File: config.mk
export PLATFORM = sky130hd
export DESIGN_NAME = fcc_ctrl
export DESIGN_NICKNAME = d
export VERILOG_FILES = /design/src/design/fcc_pkg.sv /design/src/design/fcc_ctrl.sv
export VERILOG_INCLUDE_DIRS = /design/src /design/src/design
export SDC_FILE = /design/constraint.sdc
export NUM_CORES = 1
export LEC_CHECK = 0
export ABC_AREA = 1
export BUFFER_PORTS_ARGS = -buffer_cell sky130_fd_sc_hd__buf_2
export CORE_AREA = 2 2 39 41
export DETAILED_ROUTE_END_ITERATION = 8
export DIE_AREA = 0 0 41 43
export PLACE_DENSITY = 0.39
export SLEW_MARGIN = 0
export SYNTH_ARGS = -nofsm -noshare
export SYNTH_HDL_FRONTEND = slang
export SYNTH_SLANG_ARGS = --single-unit
File: constraint.sdc
create_clock -name clock -period 2 [get_ports clock]
set_input_delay 0 -clock clock [delete_from_list [all_inputs] [get_ports clock]]
set_output_delay 0 -clock clock [all_outputs]
set_load 0.1 [all_outputs]
File: src/design/fir_complementary_crossover_unit_macros.svh
// assertion macros shared by the crossover rtl
// no dependencies; included by the modules that carry assertions
`ifndef FIR_COMPLEMENTARY_CROSSOVER_UNIT_MACROS_SVH
`define FIR_COMPLEMENTARY_CROSSOVER_UNIT_MACROS_SVH
`ifndef ASSERT_OFF
`define FCC_ASSERT(lbl, clk, rst, prop) \
   lbl: assert property (@(posedge clk) disable iff (rst) (prop)) \
      else $error("fcc assertion failed");
`define FCC_ASSERT_NEXT(lbl, clk, rst, ante, cons) \
   lbl: assert property (@(posedge clk) disable iff (rst) (ante) |=> (cons)) \
      else $error("fcc assertion failed");
`else
`define FCC_ASSERT(lbl, clk, rst, prop)
`define FCC_ASSERT_NEXT(lbl, clk, rst, ante, cons)
`endif
`endif

File: src/design/fcc_pkg.sv
// shared types and constants for the fir complementary crossover
// no dependencies
`timescale 1ns / 1ps

package fcc_pkg;

   localparam int MAX_TAPS_DEF    = 8192;
   localparam int SAMPLE_BITS_DEF = 24;
   localparam int COEF_BITS_DEF   = 32;

   localparam int TAP_COUNT_BITS  = 13;
   localparam int COEF_INDEX_BITS = 13;
   localparam int CSR_DATA_BITS   = 32;
   localparam int CSR_ADDR_BITS   = 2;

   localparam logic [CSR_ADDR_BITS-1:0]  CSR_TAP_COUNT_ADDR = '0;
   localparam logic [TAP_COUNT_BITS-1:0] TAP_COUNT_RESET    = 13'd4097;

   localparam logic FUNC_SAMPLE = 1'b0;
   localparam logic FUNC_LOAD   = 1'b1;

   typedef enum logic [2:0] {
      ST_IDLE,
      ST_MAC,
      ST_DRAIN,
      ST_ROUND,
      ST_DONE
   } fcc_state_type;

   typedef struct packed {
      logic take_sample;
      logic take_coef;
      logic issue;
      logic round;
      logic load_out;
   } fcc_cmd_type;

   typedef struct packed {
      logic last_tap;
      logic pipe_busy;
      logic out_free;
   } fcc_stat_type;

endpackage

File: src/design/fcc_ctrl.sv
// controller state machine: sequences accept, tap walk, drain, rounding, output
// depends on fcc_pkg and the macros header
`timescale 1ns / 1ps
`include "fir_complementary_crossover_unit_macros.svh"

module fcc_ctrl (
   input  logic                  clock,
   input  logic                  reset,
   input  logic                  req_valid,
   input  logic                  req_func,
   output logic                  req_ready,
   input  fcc_pkg::fcc_stat_type stat,
   output fcc_pkg::fcc_cmd_type  cmd
);

   fcc_pkg::fcc_state_type state_ff;
   fcc_pkg::fcc_state_type state_in;

   always_ff @(posedge clock) begin
      if (reset) begin
         state_ff <= fcc_pkg::ST_IDLE;
      end else begin
         state_ff <= state_in;
      end
   end

   always_comb begin
      state_in = state_ff;
      case (state_ff)
         fcc_pkg::ST_IDLE: begin
            if (req_valid && req_func == fcc_pkg::FUNC_SAMPLE) begin
               state_in = fcc_pkg::ST_MAC;
            end
         end
         fcc_pkg::ST_MAC: begin
            if (stat.last_tap) begin
               state_in = fcc_pkg::ST_DRAIN;
            end
         end
         fcc_pkg::ST_DRAIN: begin
            if (!stat.pipe_busy) begin
               state_in = fcc_pkg::ST_ROUND;
            end
         end
         fcc_pkg::ST_ROUND: begin
            state_in = fcc_pkg::ST_DONE;
         end
         fcc_pkg::ST_DONE: begin
            if (stat.out_free) begin
               state_in = fcc_pkg::ST_IDLE;
            end
         end
         default: begin
            state_in = fcc_pkg::ST_IDLE;
         end
      endcase
   end

   always_comb begin
      req_ready       = 1'b0;
      cmd             = '0;
      case (state_ff)
         fcc_pkg::ST_IDLE: begin
            req_ready       = 1'b1;
            cmd.take_sample = req_valid && req_func == fcc_pkg::FUNC_SAMPLE;
            cmd.take_coef   = req_valid && req_func == fcc_pkg::FUNC_LOAD;
         end
         fcc_pkg::ST_MAC: begin
            cmd.issue = 1'b1;
         end
         fcc_pkg::ST_ROUND: begin
            cmd.round = 1'b1;
         end
         fcc_pkg::ST_DONE: begin
            cmd.load_out = stat.out_free;
         end
         default: begin
            req_ready = 1'b0;
         end
      endcase
   end

   `FCC_ASSERT_NEXT(a_last_tap_drains, clock, reset,
      state_ff == fcc_pkg::ST_MAC && stat.last_tap, state_ff == fcc_pkg::ST_DRAIN)
   `FCC_ASSERT(a_round_after_drain, clock, reset,
      state_ff != fcc_pkg::ST_ROUND || !stat.pipe_busy)
   `FCC_ASSERT_NEXT(a_sample_starts_walk, clock, reset,
      cmd.take_sample, state_ff == fcc_pkg::ST_MAC && !req_ready)

endmodule

==> results_dict.tcl, run 1 <==
set metrics [dict create \
    status "finished clean" \
    place_congestion 0.677 \
    die-area_um2 1760 \
    fin_crit_ns 1.39 \
    rr_endpoint "state_ff[1]" \
    wire_per_inst_um 6.53 \
    cp-start-kind "flip-flop" \
    path_clk_slew_ns 0.04 \
    port_buffers 12 \
    max_cap_violations 0 \
    crit_end "cmd[3]" \
    final_nets 68 \
    period_share_pct 69.7 \
    routed_wl_um 496 \
    hpwl_um 420 \
    drtPass1Iterations 2 \
    final.setup.tns_ns 0 \
    worst_slack_ns 0.606 \
    max_freq_mhz 717 \
    grtUsageMet3_pct 1.57 \
    n_antenna_cell 0 \
    grt.total_usage_pct 6.61 \
    layout-drive-gt1-share_pct 36.7 \
    worst-path-buf-inv 1 \
    cts_root_buf "clkbuf_4" \
    tightest_slew_ns 0.484 \
    yosysTopAreaCell "dfxtp_1" \
    worst-setup-path-type "reg -> out" \
    clk_latency_ns 0.23 \
    syn_nets 50 \
    cpLargestDelayFamily "buffers and inverters" \
    grtUsageMet2_pct 10.6 \
    ys.warnings.count 0 \
    final_area_um2 350 \
    hold_violations 0 \
    largest_reg_flops 3 \
    fillers 163 \
    cts_sinks 3 \
    dpl_cell_area_um2 314 \
    cts-resized-gates 0 \
    grt_pass1_wl_um 786 \
    core-area_um2 1380 \
    synth_cell_types 11 \
    finalSetupViolations 0 \
    reg2reg_depth 7 \
    path_cells "nor2_2 > nand2_1 > nor2_1 > buf_2" \
    cp_max_fo 5 \
    slowest_delay_ns 0.42 \
    vias 267 \
    hold_path_class "in -> reg" \
    post-place-ws_ns 0.837 \
    endpoint_kind "output port" \
    drc 0 \
    top_register "state_ff" \
    row_count 14 \
    initial_utilization_pct 16.9 \
    cts_buffer_depth 2 \
    max_slew_margin_pct 68.0 \
    cts_tree "done" \
    dieHeight_um 43 \
    fin_skew_ns 0.00284 \
    antenna_found_initial 0 \
    busiest_layer "met2" \
    fp.dieW_um 41 \
    post-cts-setup-buffer-count 0 \
    syn_to_final_growth_pct 49.7 \
    reg.largest.list "state_ff: 3 flops" \
    grtUsageMet1_pct 6.37 \
    grt_pass1_vias 242 \
    synth.area.top_cells "dfxtp_1 26%, nand2_1 16%, inv_1 14%, nor2_1 11%, nand3_1 8.6%" \
    syn_area_per_cell_um2 5.44 \
    gr-total-overflow 0 \
    cts_made_buffers 3 \
    maxSlewViolCount 0 \
    rsz0062_at_grt "no" \
    cts_max_level 1 \
    crit_cells 4 \
    critPathSlowestCell "buf_2" \
    ys_seq_area_share_pct 25.7 \
    grt_max_degree 7 \
    startpoint "state_ff[2]" \
    synth_top_area_share_pct 25.7 \
    r2r-start "state_ff[1]" \
    netlist_area_um2 234 \
    synth_seq_cells 3 \
    io_pins 13 \
    vias_per_cell 3.51 \
    cp_data_arrival_time_ns 1.39 \
    drt_iter0_markers 3 \
    crit_required_ns 2.00 \
    syn_inst 43 \
    r2r_setup_slack_ns 0.95 \
    final_antenna_net_count 0 \
]
[Yosys cell counts, drive strengths merged]
master and n:
nand3 4, nor3 1, a21oi 1, dfxtp 3
nand2 13, inv 10, o21ai 1, nor2 10
[how the worst min path moves through the flow]
stage / depth (start not counted) / to / startpoint
after floorplan: 1 / state_ff[2] / reset
after global placement: 2 / state_ff[2] / reset
after detailed placement: 2 / state_ff[2] / reset
after CTS: 4 / state_ff[2] / stat[0]
after global routing: 4 / state_ff[2] / stat[0]
final: 4 / state_ff[2] / stat[0]
[timing repair]
action,4_1_cts,5_1_grt
endpoints found under the hold margin,1,0
endpoints found under the setup margin,0,0
hold buffers,1,0
[cell type report]
type | instances | area, um^2 | area share, %
clock buffer | 4 | 26.3 | 7.50
tap | 16 | 20.0 | 5.71
timing repair buffer | 13 | 70.1 | 20.0
multi-input combinational | 30 | 136 | 38.9
inverter | 10 | 37.5 | 10.7
sequential | 3 | 60.1 | 17.1
[kinds of logic after synthesis]
family                 count (synthesis)  synth area share (%)
flip-flops                             3                  25.7
buffers and inverters                 10                  16.0
AND/OR/NAND/NOR                       28                  54.0
AO/OA/AOI/OAI                          2                  4.27
[cells in the final DEF (no fill, tap or decap), drive strengths merged]
cell,synthesis,layout
dlygate4sd3,0,1
nand3,4,4
nor3,1,1
inv,10,10
clkbuf,0,4
nor2,10,10
dfxtp,3,3
buf,0,12
nand2,13,13
a21oi,1,1
o21ai,1,1
[worst register-to-register path: stages, from the launching register on]
cell and delay [ns]:
dfxtp_1 0.40, nor2_1 0.09, nand3_1 0.11, nand2_2 0.08, nor2_2 0.14, nand2_2 0.05
nand2_1 0.05, nor2_1 0.03
[metal layers]
metal,up-vias,part of all wire (%),routed length (um)
met4,0,0,0
li1,160,-,-
met1,100,46,227
met5,-,0,0
met3,0,7.3,36
met2,7,47,232
[metrics by stage]
stage | util [%] | hold WS, ns | instances
global route | 25.3 | 0.129 | 76
CTS | 25.3 | 0.105 | 76
finish | 25.3 | 0.108 | 76
floorplan | - | 0.0691 | 43
detailed placement | 22.7 | 0.174 | 71
global placement | 22.7 | 0.173 | 71
Power of run 1 is not shown: default switching activity piles up to over one toggle a cycle in this logic, so the estimate is an artifact.
==> run 2: changes to the inputs <==
- PLACE_DENSITY: 0.39 -> 0.4
- clock period: 2 -> 1.15 ns (I/O delays scaled with it)
==> run 2 against run 1 <==
Net effect:
- die area unchanged
- flip-flop and latch count unchanged
- worst setup slack got worse by 0.58 ns
- clock skew about the same
- largest cell class unchanged
- final cell count increased by 1.3%
- non-clock buffer count increased by 1
- core utilization increased by 12 points
- first-iteration DRC count decreased by 67%
- final area increased by 47%
- sequential share of layout area decreased by 3.8 points
- global-route usage increased by 1.0 points
==> results_dict.tcl, run 2 (synthesis gave the netlist of run 1 again) <==
set metrics [dict create \
    cts_sinks 3 \
    worst_slack_ns 0.0269 \
    cts_made_buffers 3 \
    path_clk_slew_ns 0.03 \
    grt_pass1_wl_um 924 \
    io_pins 13 \
    period_share_pct 97.7 \
    gr-total-overflow 0 \
    cts_max_level 1 \
    maxSlewViolCount 0 \
    grt_pass1_vias 266 \
    vias 301 \
    syn_to_final_growth_pct 120 \
    die-area_um2 1760 \
    cts_buffer_depth 2 \
    n_antenna_cell 0 \
    largest_reg_flops 3 \
    hold_violations 0 \
    reg.largest.list "state_ff: 3 flops" \
    cp_max_fo 3 \
    fp.dieW_um 41 \
    hpwl_um 451 \
    layout-drive-gt1-share_pct 59.0 \
    place_congestion 0.789 \
    max_cap_violations 0 \
    max_freq_mhz 890 \
    drc 0 \
    final_nets 69 \
    port_buffers 12 \
    drtPass1Iterations 2 \
    status "finished clean" \
    fillers 149 \
    max_slew_margin_pct 89.0 \
    fin_crit_ns 1.12 \
    cts_tree "done" \
    core-area_um2 1380 \
    cp_data_arrival_time_ns 1.12 \
    final_antenna_net_count 0 \
    fin_skew_ns 0.00240 \
    grt.total_usage_pct 7.61 \
    routed_wl_um 590 \
    initial_utilization_pct 16.9 \
    rsz0062_at_grt "yes" \
    layout_commonest_cell "nand2_1" \
    wire_per_inst_um 7.66 \
    crit_required_ns 1.15 \
    post-place-ws_ns 0.0883 \
    dieHeight_um 43 \
    fin_util_pct 37.3 \
    vias_per_cell 3.91 \
    drt_iter0_markers 1 \
    cts_root_buf "clkbuf_4" \
    hold_slack_ns 0.153 \
    finalSetupViolations 0 \
    row_count 14 \
    top_register "state_ff" \
    endpoint_kind "output port" \
    cp-start-kind "flip-flop" \
    antenna_found_initial 0 \
    clk_latency_ns 0.23 \
    tightest_slew_ns 0.163 \
    worst-setup-path-type "reg -> out" \
    grt_max_degree 7 \
    hold_path_class "in -> reg" \
]
## run 2: cell types whose count changed in the layout (fill, tap and decap cells not counted), moves of 4 or more
cell,before,now
nor2_1,7,3
buf_12,0,6
buf_2,12,6
nor2_4,0,6
## run 2: final timing paths
path | startpoint | end | slack (ns) | cells past startpoint
hold / removal | stat[0] | state_ff[2] | 0.15 | 4
setup / recovery | state_ff[0] | cmd[3] | 0.03 | 4
setup reg to reg | state_ff[0] | state_ff[1] | 0.08 | 7
hold reg to reg | state_ff[1] | state_ff[1] | 0.54 | 2
## run 2: final cells by class
class / count / area [um^2] / area share, %
Clock buffer: 4 / 26.3 / 5.10
Inverter: 10 / 45.0 / 8.74
Multi-Input combinational cell: 30 / 184 / 35.7
Sequential cell: 3 / 68.8 / 13.3
Tap cell: 16 / 20.0 / 3.88
Timing Repair Buffer: 14 / 171 / 33.3
## run 2: metal layers
metal | share of wire [%] | global-route usage [%]
met5 | 0 | 0
met4 | 0 | 6.00
met2 | 56 | 11.3
met1 | 36 | 8.92
met3 | 6.9 | 1.57
## run 2: stage by stage
stage               area, um^2  TNS, ns  std cells
floorplan                  254   -0.610         43
global route               515  -0.0867         77
CTS                        477  -0.0246         77
global placement           424        0         71
finish                     515        0         77
detailed placement         424        0         71
## run 2: critical path: stages (launching register included)
cell     delay, ns
dfxtp_4       0.35
nor2_4        0.12
nand2_2       0.11
nor2_4        0.14
buf_12        0.18
## run 2: what timing repair did
| action | in CTS | in global routing |
|---|---|---|
| setup endpoints to repair | 5 | 6 |
| hold endpoints to repair | 1 | 0 |
| resized for setup | 4 | 12 |
| hold buffers | 1 | 0 |
| setup buffers | 1 | 0 |
| pin swaps | 2 | 1 |
Power of run 2 is left out for the same reason.
==> run 3: changes to the inputs <==
- ABC_CLOCK_PERIOD_IN_PS: default -> 1300
- PLACE_DENSITY: 0.4 -> 0.39
- clock period: 1.15 -> 1.3 ns (I/O delays scaled with it)
==> run 3 against run 2 <==
Net effect:
- non-clock buffer count is 1 lower
- highest routed layer is now met4
- clock skew down 0.0012 ns
- final area decreased by 11%
- critical path type unchanged
- critical path depth is the same
- flip-flop and latch count unchanged
- wire length down 15%
==> results_dict.tcl, run 3 (synthesis gave the netlist of run 1 again) <==
set metrics [dict create \
    fp.dieW_um 41 \
    syn_to_final_growth_pct 95.7 \
    final_antenna_net_count 0 \
    worst-setup-path-type "reg -> out" \
    cts_sinks 3 \
    endpoint_kind "output port" \
    layout_common_cells "10 x nand2_1, 9 x inv_1, 6 x buf_2, 6 x buf_12" \
    grtUsageMet2_pct 12.5 \
    crit_required_ns 1.30 \
    reg.largest.list "state_ff: 3 flops" \
    max_freq_mhz 834 \
    grtUsageMet3_pct 0.524 \
    cp_data_arrival_time_ns 1.20 \
    critPathSlowestCell "dfxtp_1" \
    cts_tree "done" \
    gr-total-overflow 0 \
    cp_max_fo 5 \
    cts_max_level 1 \
    grt.total_usage_pct 7.22 \
    io_pins 13 \
    period_share_pct 92.2 \
    fin_crit_ns 1.20 \
    wire_per_inst_um 6.57 \
    rsz0062_at_grt "no" \
    cts_buffer_depth 2 \
    die-area_um2 1760 \
    slowest_delay_ns 0.35 \
    tightest_slew_ns 0.197 \
    n_antenna_cell 0 \
    cp-start-kind "flip-flop" \
    path_clk_slew_ns 0.03 \
    final_nets 68 \
    hold_slack_ns 0.140 \
    layout-drive-gt1-share_pct 41.7 \
    drtPass1Iterations 2 \
    dp.cells 71 \
    port_buffers 12 \
    core-area_um2 1380 \
    layout.cells.non_filler 76 \
    fin_skew_ns 0.00117 \
    dieHeight_um 43 \
    drc 0 \
    grt_pass1_vias 266 \
    hpwl_um 439 \
    top_register "state_ff" \
    layout_commonest_cell "nand2_1" \
    grt_pass1_wl_um 890 \
    fillers 152 \
    finalSetupViolations 0 \
    clk_latency_ns 0.23 \
    max_cap_violations 0 \
    hold_violations 0 \
    cts_made_buffers 3 \
    drt_iter0_markers 1 \
    max_slew_margin_pct 86.8 \
    vias 294 \
    busiest_layer "met2" \
    grtUsageMet1_pct 7.05 \
    largest_reg_flops 3 \
    maxSlewViolCount 0 \
    hold_path_class "in -> reg" \
    routed_wl_um 499 \
    cts_root_buf "clkbuf_4" \
    vias_per_cell 3.87 \
    path_cells "nor2_4 > nand2_1 > nor2_2 > buf_12" \
    status "finished clean" \
    place_congestion 0.700 \
    antenna_found_initial 0 \
    cpLargestDelayFamily "simple AND/OR/NAND/NOR gates" \
    post-cts-setup-buffer-count 0 \
    initial_utilization_pct 16.9 \
    row_count 14 \
    grt_max_degree 7 \
    worst-path-buf-inv 1 \
]
[run 3: changes by cell type in the layout (fill, tap and decap cells not counted), sizes merged]
| cell | change |
|---|---|
| buf | -1 |
| inv | +2 |
| clkinvlp | -2 |
[run 3: cell type report]
type                    instances  area (um^2)  share of cell area (%)
inverters                      10         37.5                    8.20
repair buffers                 13          160                    35.0
flip-flops and latches          3         60.1                    13.1
multi-input cells              30          154                    33.6
clock buffers                   4         26.3                    5.74
well taps                      16         20.0                    4.37
[run 3: stage by stage]
step | setup TNS (ns) | setup WS [ns] | utilization (%) | area, um^2
after floorplan | -0.234 | -0.117 | - | 246
after global placement | 0 | 0.213 | 30.1 | 417
after detailed placement | 0 | 0.226 | 30.1 | 417
after CTS | 0 | 0.0295 | 32.7 | 453
after global routing | 0 | 0.0163 | 33.1 | 458
final | 0 | 0.102 | 33.1 | 458
[run 3: what timing repair did]
item	CTS	global route
hold buffers	1	0
resized for setup	0	1
setup endpoints to repair	0	2
hold endpoints to repair	1	0
[run 3: worst reg2reg max path, stage by stage (launching register included)]
cell     delay, ns
dfxtp_1       0.41
nor2_1        0.09
nand3_1       0.11
nand2_2       0.08
nor2_2        0.15
nand2_2       0.05
nand2_1       0.05
nor2_1        0.03
[run 3: path summary, 6_finish.rpt]
| kind | from | end | slack (ns) | cells past startpoint |
|---|---|---|---|---|
| hold reg to reg | state_ff[1] | state_ff[1] | 0.56 | 2 |
| setup / recovery | state_ff[2] | cmd[3] | 0.10 | 4 |
| setup reg to reg | state_ff[1] | state_ff[1] | 0.22 | 7 |
| hold / removal | stat[0] | state_ff[2] | 0.14 | 4 |
[run 3: metal layers]
metal	wire length, um	share of wire, %	up-vias
li1	-	-	161
met1	189	38	123
met2	264	53	8
met3	31	6.2	2
met4	13	2.6	0
met5	0	0	-
Power of run 3 is left out for the same reason.
